===== src/design/sca_pkg.sv =====
// Shared types, codes and defaults for the size-class slab allocator.
// No dependencies; imported by every module of the block.
`timescale 1ns / 1ps
package sca_pkg;

  localparam int MAX_SLOTS_DEF = 1024;
  localparam int MAX_SPANS_DEF = 8;
  localparam int ADDR_BITS_DEF = 32;

  // field widths fixed by the interface
  localparam int AW     = 32;
  localparam int OSZ_W  = 16;
  localparam int CAL_W  = 13;
  localparam int OPS_W  = 11;
  localparam int SPB_W  = 25;
  localparam int CNT_W  = 11;
  localparam int SPO_W  = 4;
  localparam int DV_W   = 27;  // offset inside a span's slot area
  localparam int IX_W   = DV_W + 1;
  localparam int CIX_W  = 3;

  localparam logic [1:0] A_ALLOC = 2'd0;
  localparam logic [1:0] A_FREE  = 2'd1;
  localparam logic [1:0] A_QUERY = 2'd2;

  localparam logic [2:0] ST_OK       = 3'd0;
  localparam logic [2:0] ST_BAD      = 3'd1;
  localparam logic [2:0] ST_SPACE    = 3'd2;
  localparam logic [2:0] ST_NOTOWN   = 3'd3;
  localparam logic [2:0] ST_BOUND    = 3'd4;
  localparam logic [2:0] ST_NOTALLOC = 3'd5;
  localparam logic [2:0] ST_NULL     = 3'd6;

  localparam logic [CIX_W-1:0] CFG_BASE  = 3'd0;
  localparam logic [CIX_W-1:0] CFG_OSIZE = 3'd1;
  localparam logic [CIX_W-1:0] CFG_CALIGN = 3'd2;
  localparam logic [CIX_W-1:0] CFG_OPS   = 3'd3;
  localparam logic [CIX_W-1:0] CFG_SPB   = 3'd4;

  localparam logic [OSZ_W-1:0] OSIZE_RST  = 16'd64;
  localparam logic [CAL_W-1:0] CALIGN_RST = 13'd16;
  localparam logic [OPS_W-1:0] OPS_RST    = 11'd64;
  localparam logic [SPB_W-1:0] SPB_RST    = 25'd4096;

endpackage


===== src/design/sca_div.sv =====
// Restoring divider, one quotient bit per cycle, for slot offset / object size.
// Depends on sca_pkg.
`timescale 1ns / 1ps
module sca_div
  import sca_pkg::*;
(
  input  logic             clk,
  input  logic             rst_n,
  input  logic             go,
  input  logic [DV_W-1:0]  dividend,
  input  logic [OSZ_W-1:0] divisor,
  output logic             done,
  output logic [DV_W-1:0]  quot,
  output logic [OSZ_W-1:0] rem
);

  localparam int C_W = $clog2(DV_W + 1);

  logic           run_r, run_nxt;
  logic           done_r, done_nxt;
  logic [C_W-1:0] cnt_r, cnt_nxt;
  logic [OSZ_W:0] rem_r, rem_nxt;
  logic [DV_W-1:0] quo_r, quo_nxt;
  logic [OSZ_W:0] sh;

  always_comb begin
    run_nxt  = run_r;
    done_nxt = 1'b0;
    cnt_nxt  = cnt_r;
    rem_nxt  = rem_r;
    quo_nxt  = quo_r;
    sh       = {rem_r[OSZ_W-1:0], quo_r[DV_W-1]};
    if (go) begin
      run_nxt = 1'b1;
      cnt_nxt = '0;
      rem_nxt = '0;
      quo_nxt = dividend;
    end else if (run_r) begin
      if (sh >= {1'b0, divisor}) begin
        rem_nxt = sh - {1'b0, divisor};
        quo_nxt = {quo_r[DV_W-2:0], 1'b1};
      end else begin
        rem_nxt = sh;
        quo_nxt = {quo_r[DV_W-2:0], 1'b0};
      end
      cnt_nxt = cnt_r + 1'b1;
      if (cnt_r == C_W'(DV_W - 1)) begin
        run_nxt  = 1'b0;
        done_nxt = 1'b1;
      end
    end
  end

  always_ff @(posedge clk) begin
    if (!rst_n) begin
      run_r  <= 1'b0;
      done_r <= 1'b0;
      cnt_r  <= '0;
    end else begin
      run_r  <= run_nxt;
      done_r <= done_nxt;
      cnt_r  <= cnt_nxt;
    end
    rem_r <= rem_nxt;
    quo_r <= quo_nxt;
  end

  assign done = done_r;
  assign quot = quo_r;
  assign rem  = rem_r[OSZ_W-1:0];

endmodule


===== config.mk =====
export PLATFORM = sky130hd
export DESIGN_NAME = sca_div
export DESIGN_NICKNAME = d
export VERILOG_FILES = /design/src/design/sca_pkg.sv /design/src/design/sca_div.sv
export SDC_FILE = /design/constraint.sdc
export NUM_CORES = 1
export LEC_CHECK = 0
export ABC_AREA = 1
export ABC_CLOCK_PERIOD_IN_PS = 2300
export BUFFER_PORTS_ARGS = -buffer_cell sky130_fd_sc_hd__buf_2
export CAP_MARGIN = 40
export CORE_MARGIN = 2
export CORE_UTILIZATION = 40
export DETAILED_ROUTE_END_ITERATION = 10
export GPL_ROUTABILITY_DRIVEN = 0
export PLACE_DENSITY_LB_ADDON = 0.1
export SYNTH_ARGS = -nofsm -noshare
export SYNTH_HDL_FRONTEND = slang
export SYNTH_SLANG_ARGS = --single-unit

===== constraint.sdc =====
create_clock -name clk -period 2.3 [get_ports clk]
set_clock_uncertainty 0.1 [all_clocks]
set_input_delay 0.46 -clock clk [delete_from_list [all_inputs] [get_ports clk]]
set_output_delay 0.46 -clock clk [all_outputs]
set_load 0.005 [all_outputs]

Word-level counts from Yosys, hierarchy flattened
Cells that the tools add are included.

storage, ports and cells
  register bits after elaboration = 50
  bits of input ports = 46
  output and inout port bits = 44
  logic and storage cells = 22

cells by class
  add/subtract/negate cells = 2
  magnitude comparators = 1
  eq/ne operators = 1
  mux-type cells = 8
  bitwise gates (word level) = 2
  reductions and logical operators = 3

operator list
  cell                                                            count
  27-bit two-way mux                                              2
  17-bit by 16-bit >= comparator with 1-bit output                1
  16-bit two-way mux                                              1
  16-bit subtractor                                               1
  5-bit by 1-bit adder with 5-bit output (second input constant)  1
  5-bit equality test (second input constant)                     1
  1-bit two-way mux                                               5
  3-bit OR reduction                                              1
  1-bit inverter                                                  2
  2-bit nonzero test                                              1
  2-bit OR reduction                                              1

Logic depth before layout (Yosys ltp)
Gate-level depths: netlist of the first run.

  depth after elaboration = 4
  mapped depth = 15

Worst setup path after synthesis of the first run
No wires, ideal clock.

  path type = input to register
  start point = in divisor[2]
  end point = reg quo_r[0], in the netlist quot[0] (data pin)
  arrival time = 1646 ps
  setup slack = 286 ps
  stages = 12
  path buffers = 2
  cell sequence = inv_1 > ha_1 > buf_2 > nand2_1 > nand2_1 > nand2_1 > nand2_1 > nand2_1 > nand3_2 > nand2_4 > buf_2 > a31oi_1

between the ends
  word-level cells in the longest chain between the ends = 4

ends and longest elaborated chain
  item                                              line           source
  from (decl)                                       sca_div.sv:11  input logic [OSZ_W-1:0] divisor,
  17-bit by 16-bit >= comparator with 1-bit output  sca_div.sv:39  if (sh >= {1'b0, divisor}) begin
  1-bit two-way mux                                 sca_div.sv:39
  27-bit two-way mux                                sca_div.sv:38  end else if (run_r) begin
  27-bit two-way mux                                sca_div.sv:33  if (go) begin
  net quo_nxt[0]                                    sca_div.sv:23  logic [DV_W-1:0] quo_r, quo_nxt;
  to (signal assigned)                              sca_div.sv:65  quo_r <= quo_nxt;
  to (decl)                                         sca_div.sv:23

The timed path passes the listed nets, and every way through them passes these cells. The select of a mux whose other input is x is not followed.
A chain may end at the register's enable or synchronous reset.

Worst setup path in the final report of the first run
  start point = reg quo_r[26], in the netlist quot[26]
  end point = reg rem_r[12]

between the ends
  word-level cells in the longest chain between the ends = 2
  elaborated cells between the ends (all ways) = 3

ends and longest elaborated chain
  item                                                                                          line                          source
  16-bit subtractor / 17-bit by 16-bit >= comparator with 1-bit output (equally long branches)  sca_div.sv:40, sca_div.sv:39
  16-bit two-way mux (*)                                                                        sca_div.sv:39
  to (signal assigned)                                                                          sca_div.sv:64                 rem_r <= rem_nxt;
  to (decl)                                                                                     sca_div.sv:22                 logic [OSZ_W:0] rem_r, rem_nxt;

Mark *: on every way between the ends. The rest lies on a longest branch, timed or not.

==> results of run 1 <==
-- power groups by stage --
stage,Combinational [uW],Clock [uW],Sequential (uW)
global route,372,583,1050
finish,327,537,1040
detailed placement,332,0,1060
CTS,333,553,1040
floorplan,178,0,1060
global placement,326,0,1060
-- worst paths after layout --
check                             startpoint   endpoint  slack [ns]  cells after the start
worst max-delay path                quot[26]  rem_r[12]        0.18                     11
worst max register to register      quot[26]  rem_r[12]        0.18                     11
worst min register to register      rem_r[4]   rem_r[4]        0.40                      2
worst min-delay path            dividend[16]   quot[16]        0.31                      3
-- critical path, delay by kind of cell (launching register included) --
family / cells / cell delay (ns)
adder cells (fa/ha/maj): 2 / 0.64
AND/OR/NAND/NOR: 7 / 0.53
flip-flops: 1 / 0.35
AO/OA/AOI/OAI: 1 / 0.32
buffers and inverters: 1 / 0.07
-- sequential cells by signal, summed over array words and instances, names as in the netlist --
signal / cells
done: 1
cnt_r: 5
quot: 27
rem_r: 16
run_r: 1
-- layer usage --
| layer | track usage (%) | share of wire [%] | vias up |
|---|---|---|---|
| li1 | - | - | 1707 |
| met1 | 26.1 | 48 | 1411 |
| met2 | 30.2 | 46 | 63 |
| met3 | 3.40 | 4.9 | 10 |
| met4 | 5.24 | 1.4 | 0 |
| met5 | 0 | 0 | - |
-- cell type report --
| type | count | area, um^2 | share of cell area (%) |
|---|---|---|---|
| Clock buffer | 6 | 72.6 | 1.79 |
| Tap cell | 105 | 131 | 3.24 |
| Inverter | 82 | 308 | 7.60 |
| Sequential cell | 50 | 1270 | 31.4 |
| Multi-Input combinational cell | 345 | 1700 | 42.0 |
| Clock inverter | 2 | 13.8 | 0.340 |
| Timing Repair Buffer | 100 | 553 | 13.7 |
-- logic make-up after synthesis --
logic type | count (synthesis) | share of synthesized area, %
DFF | 50 | 38.0
xor gates and xnor gates | 6 | 1.57
adders and majority gates | 19 | 7.34
AOI/OAI and AO/OA | 17 | 2.92
and+or+nand+nor | 303 | 39.0
buffers and inverters | 95 | 11.2
-- through the flow --
stage               cell area [um^2]  total power (uW)  util [%]  TNS, ns  std cells
floorplan                       3340              1240         -        0        490
global placement                3960              1390      48.5        0        682
detailed placement              3960              1390      48.5  -0.0115        682
CTS                             4050              1930      49.5        0        690
global route                    4050              2000      49.5        0        690
finish                          4050              1900      49.5        0        690
-- layout by cell type, fill, tap and decap left out, drive strengths merged, types with 2 or more instances in the layout --
master and instances:
a21oi 11, a31oi 2, buf 100, clkbuf 6, dfxtp 23, edfxtp 27, ha 18, inv 83
nand2 223, nand3 44, nand3b 3, nand4 4, nor2 16, nor3 10, nor3b 2, xnor2 5
==> results by group, run 1 <==
Global route
  – Grt ovf: 0
  – Initial antenna violation count: 0
  – Global Route Usage Sum: 18.8%
  – Largest net degree at the start of global routing: 28
  – Global-route wire length before repair: 13.5 mm
  – Vias in the first global route: 2880

Placement
  – Place WS: -0.0115 ns
  – Buffers on Ports: 89
  – Post-DP HPWL: 6.52 mm

Power
  – Combinational share of power: 17.2%
  – Int Pwr: 1370 uW
  – Switching share of total power: 28.2%
  – P_leak: 0.00236 uW
  – Part of the power in registers: 54.6%
  – Clock network power share: 28.2%
  – NetSw: 537 uW
  – PwrDens: 470 nW/um^2
  – Max IR drop VDD: 0.306 mV

Clock network
  – # hold bufs at CTS: 0
  – CTS buffer count: 5
  – Longest Clk Path Bufs: 2
  – CTS tree: yes
  – H-tree levels: 2
  – Worst skew pair latency: 0.31 ns
  – Post_cts resized: 0
  – Post-CTS setup buffer count: 0
  – Sink Count: 50
  – Clock slew at reported path FFs: 0.10 ns
  – CTS root buffer: clkbuf_8

Route
  – # DRC: 0
  – Iteration-0 DRC Markers: 80
  – Vias per std cell: 4.62
  – DR WL/cell: 12.2 um
  – 1st-pass router iterations: 4
  – Antenna-violating nets left: 0
  – Routed via count: 3191
  – Routed Wire Length: 8.42 mm

Floorplan
  – Initial Utilization: 40.9%
  – Core ar.: 8180 um^2
  – FP Rows: 33
  – I/O pin count: 90
  – Die W: 95.4 um
  – Die Y-Extent: 95.4 um
  – Die ar.: 9100 um^2

Synthesis
  – Post-synth EDFFs: 27
  – Area contributors post-synth: edfxtp_1 24%, nand2_1 24%, dfxtp_1 14%, inv_1 9.0%, ha_1 6.7%
  – Yosys top cell area share: 24.3%
  – Cell with the most instances after synthesis: nand2_1
  – Synth Flop Type: edfxtp_1
  – Cells after Synth: 490
  – Sequential area share after synthesis: 38.0%
  – Seq cells post-synth: 50
  – Synth Net Count: 555
  – Largest area contributor in the netlist: edfxtp_1
  – FFs w/ async S/R, synth: 0%
  – Synth cell count leaders: 216 x nand2_1, 80 x inv_1, 43 x nand3_1
  – Syn Std Cell Area: 3340 um^2
  – YS warnings: 0
  – Synth cell types: 34
  – Post-synthesis area per instance: 6.82 um^2

Cells and area
  – Fillers: 870
  – Area grow syn2layout: 21.1%
  – # nets final: 649
  – Diode count: 0
  – Share of cells above drive strength 1: 20.9%

Timing
  – RSZ-0062 raised after global routing: false
  – Minimum clock period: 2.12 ns
  – Final setup violation count: 0
  – Measured slew at the worst slew-check pin: 0.515 ns
  – Final Hold Slack: 0.315 ns
  – Rel. slew slack: 65.6%
  – F_max: 0.472 GHz
  – Hold Violations, Final: 0
  – Final worst-path cycle share: 92.2%
  – Final slew viol count: 0
  – Fin worst setup slack: 0.180 ns

Flow run
  – Max-cap violations: 0

Critical path
  – Critical path data arrival time: 2.22 ns
  – Crit path kind: register to register
  – Worst Setup Start Kind: register
  – Most used cell, CP: nand2_1
  – CP peak stage delay: 0.43 ns
  – CP Max Fanout: 3
  – Critical Path Sink Type: register
  – Critical-path cell list: inv_1 -> ha_1 -> fa_1 -> o21bai_1 -> nand2_1 -> nand3_1 -> nand2_1 -> nand2_1 -> nand2_1 -> nand3_1 -> nand2_1
  – CP max-delay cell: fa_1
  – Required time worst endpoint: 2.40 ns

Run status
  – Status: complete, no violations

Hold path
  – Hold WC Path Type: input port to register
Power figures use the tool's default switching activity.
==> inputs of run 2 (changes only) <==
Settings changed: ABC_AREA 1 to 0, CAP_MARGIN 40 to unset.
==> run 2 against run 1 <==
  * The run now ends with negative setup slack left
  * Clock power rose by 4%
  * Power rose by 22%
  * Core utilization rose by 11 points
  * Area after synthesis shrank 8.7%
  * Critical path depth shrank 1
  * Hold slack lost 0.041 ns
  * Critical endpoint is now rem_r[10]
  * Largest cell class unchanged
==> results by group, run 2 <==
Run status
  – Status: finished, violations left
  – Violations in the final reports: negative setup slack

Cells and area
  – Max reg flops: 27
  – Register area: 1270 um^2
  – Layout Utilization: 60.6%
  – # nets final: 524
  – Design area: 4440 um^2
  – Most common cell after layout, fill and taps aside: buf_2
  – Most frequent cells in the layout: 89 x buf_2, 69 x buf_4, 29 x nor2_1, 27 x edfxtp_1, 26 x mux2_2
  – Fillers: 637
  – Area grow syn2layout: 45.6%
  – Multi-input gate area: 1800 um^2
  – Diode count: 0
  – Share of cells above drive strength 1: 49.6%

Timing
  – Fin worst setup slack: -0.128 ns
  – Final setup violation count: 15
  – Setup TNS: -1.31 ns
  – Measured slew at the worst slew-check pin: 0.401 ns
  – Rel. slew slack: 73.3%
  – Final Hold Slack: 0.274 ns
  – Final slew viol count: 0
  – Final worst-path cycle share: 106%
  – F_max: 0.412 GHz
  – RSZ-0062 raised after global routing: true
  – Minimum clock period: 2.43 ns
  – Hold Violations, Final: 0

Critical path
  – Cell family with most CP delay: compound AO/OA/AOI/OAI gates
  – CP Max Fanout: 4
  – Critical-path cell list: inv_2 -> ha_4 -> fa_2 -> nor2b_4 -> o2111ai_4 -> a21oi_4 -> o22ai_4 -> xor2_1 -> a211o_1 -> a21oi_2
  – Buffers & Inverters on Critical Path: 1
  – CP max-delay cell: edfxtp_1
  – Critical path data arrival time: 2.57 ns
  – CP peak stage delay: 0.40 ns
  – Required time worst endpoint: 2.44 ns
  – Crit path kind: register to register
  – Worst Setup Start Kind: register
  – Critical Path Sink Type: register

Synthesis
  – Synth Flop Type: edfxtp_1
  – Largest area contributor in the netlist: edfxtp_1
  – Synth Net Count: 367
  – Compound-Gate Fraction of Synth Area: 16.3%
  – Post-synthesis mux area share: 13.6%
  – Synth cell count leaders: 30 x nor2_1, 27 x edfxtp_1, 27 x mux2_2
  – FFs w/ async S/R, synth: 0%
  – Post-synthesis simple-gate area fraction: 11.4%
  – Post-Synth XOR/XNOR Area: 4.30%
  – Yosys top cell area share: 26.6%
  – Cells after Synth: 302
  – Syn Std Cell Area: 3050 um^2
  – Synth cell types: 47
  – Area contributors post-synth: edfxtp_1 27%, dfxtp_1 15%, mux2_2 10%, ha_1 7.4%, nor2_1 3.7%
  – Cell with the most instances after synthesis: nor2_1
  – Adder-cell area share of the yosys netlist: 8.03%
  – Post-synth EDFFs: 27
  – Seq cells post-synth: 50
  – Post-synthesis area per instance: 10.1 um^2
  – Sequential area share after synthesis: 41.6%
  – Largest family of logic cells by synthesized area: compound AO/OA/AOI/OAI gates
  – YS warnings: 0

Clock network
  – CTS buffer count: 5
  – CTS root buffer: clkbuf_8
  – H-tree levels: 2
  – Longest Clk Path Bufs: 2
  – CTS tree: yes
  – Sink Count: 50
  – Clock slew at reported path FFs: 0.10 ns
  – # hold bufs at CTS: 0
  – Worst skew pair latency: 0.31 ns

Route
  – 1st-pass router iterations: 4
  – Antenna-violating nets left: 0
  – Vias per std cell: 4.94
  – # DRC: 0
  – Iteration-0 DRC Markers: 94
  – Routed via count: 2763
  – DR WL/cell: 14.2 um
  – Routed Wire Length: 7.92 mm

Floorplan
  – Initial Utilization: 41.6%
  – FP Rows: 31
  – Die Y-Extent: 91.4 um
  – Core ar.: 7330 um^2
  – Die W: 91.4 um
  – Die ar.: 8350 um^2
  – I/O pin count: 90

Hold path
  – Hold WC Path Type: input port to register

Power
  – Max IR drop VDD: 0.309 mV
  – P_leak: 0.00209 uW
  – PwrDens: 521 nW/um^2
  – Total power: 2320 uW

Global route
  – Global-route wire length before repair: 12.7 mm
  – Global Route Usage Sum: 18.8%
  – Grt ovf: 0
  – Initial antenna violation count: 0
  – Largest net degree at the start of global routing: 27
  – Vias in the first global route: 2694

Flow run
  – Max-cap violations: 0

Placement
  – Post-DP HPWL: 5.96 mm
  – DP Area: 4150 um^2
  – Buffers on Ports: 89
run 2: cell types whose count changed after synthesis, moves of 7 or more:
cell,delta
xor2_1,+7
nand3_1,-41
a21o_1,+9
nand2_1,-202
o21ai_1,+7
nor2_1,+16
inv_1,-60
a211oi_1,+9
mux2i_1,+11
mux2_2,+27
o21ai_0,+7
run 2: cells by family (layout without fill, tap and decap cells):
| kind of cell | count (synthesis) | in the layout |
|---|---|---|
| and+or+nand+nor | 73 | 73 |
| DFF | 50 | 50 |
| buffers and inverters | 35 | 193 |
| adders and majority gates | 19 | 19 |
| xor gates and xnor gates | 15 | 15 |
| muxes | 38 | 38 |
| AOI/OAI and AO/OA | 72 | 72 |
run 2: worst register-to-register path: cells and delay by family, from the launching register on:
family | cells | cell delay [ns]
buffers and inverters | 1 | 0.06
xor gates and xnor gates | 1 | 0.16
adders and majority gates | 2 | 0.53
DFF | 1 | 0.40
and+or+nand+nor | 1 | 0.16
AOI/OAI and AO/OA | 5 | 0.93
run 2: worst paths after layout:
check | start | to | slack (ns) | depth (start not counted)
max | quot[26] | rem_r[10] | -0.13 | 10
max reg2reg | quot[26] | rem_r[10] | -0.13 | 10
min | rst_n | run_r | 0.27 | 2
min reg2reg | rem_r[15] | rem_r[15] | 0.39 | 2
run 2: metal layers:
metal / wire [um] / track usage [%]
met2: 3700 / 31.7
met4: 112 / 4.42
met1: 3730 / 25.2
met3: 381 / 3.32
met5: 0 / 0
run 2: layout make-up:
| class | count | area share (%) |
|---|---|---|
| Multi-Input combinational cell | 217 | 40.6 |
| Sequential cell | 50 | 28.7 |
| Tap cell | 99 | 2.79 |
| Clock inverter | 3 | 0.648 |
| Inverter | 20 | 1.86 |
| Clock buffer | 5 | 1.55 |
| Timing Repair Buffer | 165 | 23.9 |
run 2: timing repair:
item | CTS | global route
endpoints found under the setup margin | 17 | 17
pin swaps | 19 | 13
buffers inserted | 4 | 1
gates resized for setup | 20 | 18
run 2: metrics by stage:
stage,setup WS [ns],std cells
global placement,-0.432,546
detailed placement,-0.461,546
CTS,-0.176,558
finish,-0.128,559
floorplan,-0.473,302
global route,-0.247,559
run 2: power breakdown:
part	switching, uW	total, uW	internal [uW]
clock network	330	556	226
logic	321	698	377
registers	39.9	1060	1020
total	691	2320	1630
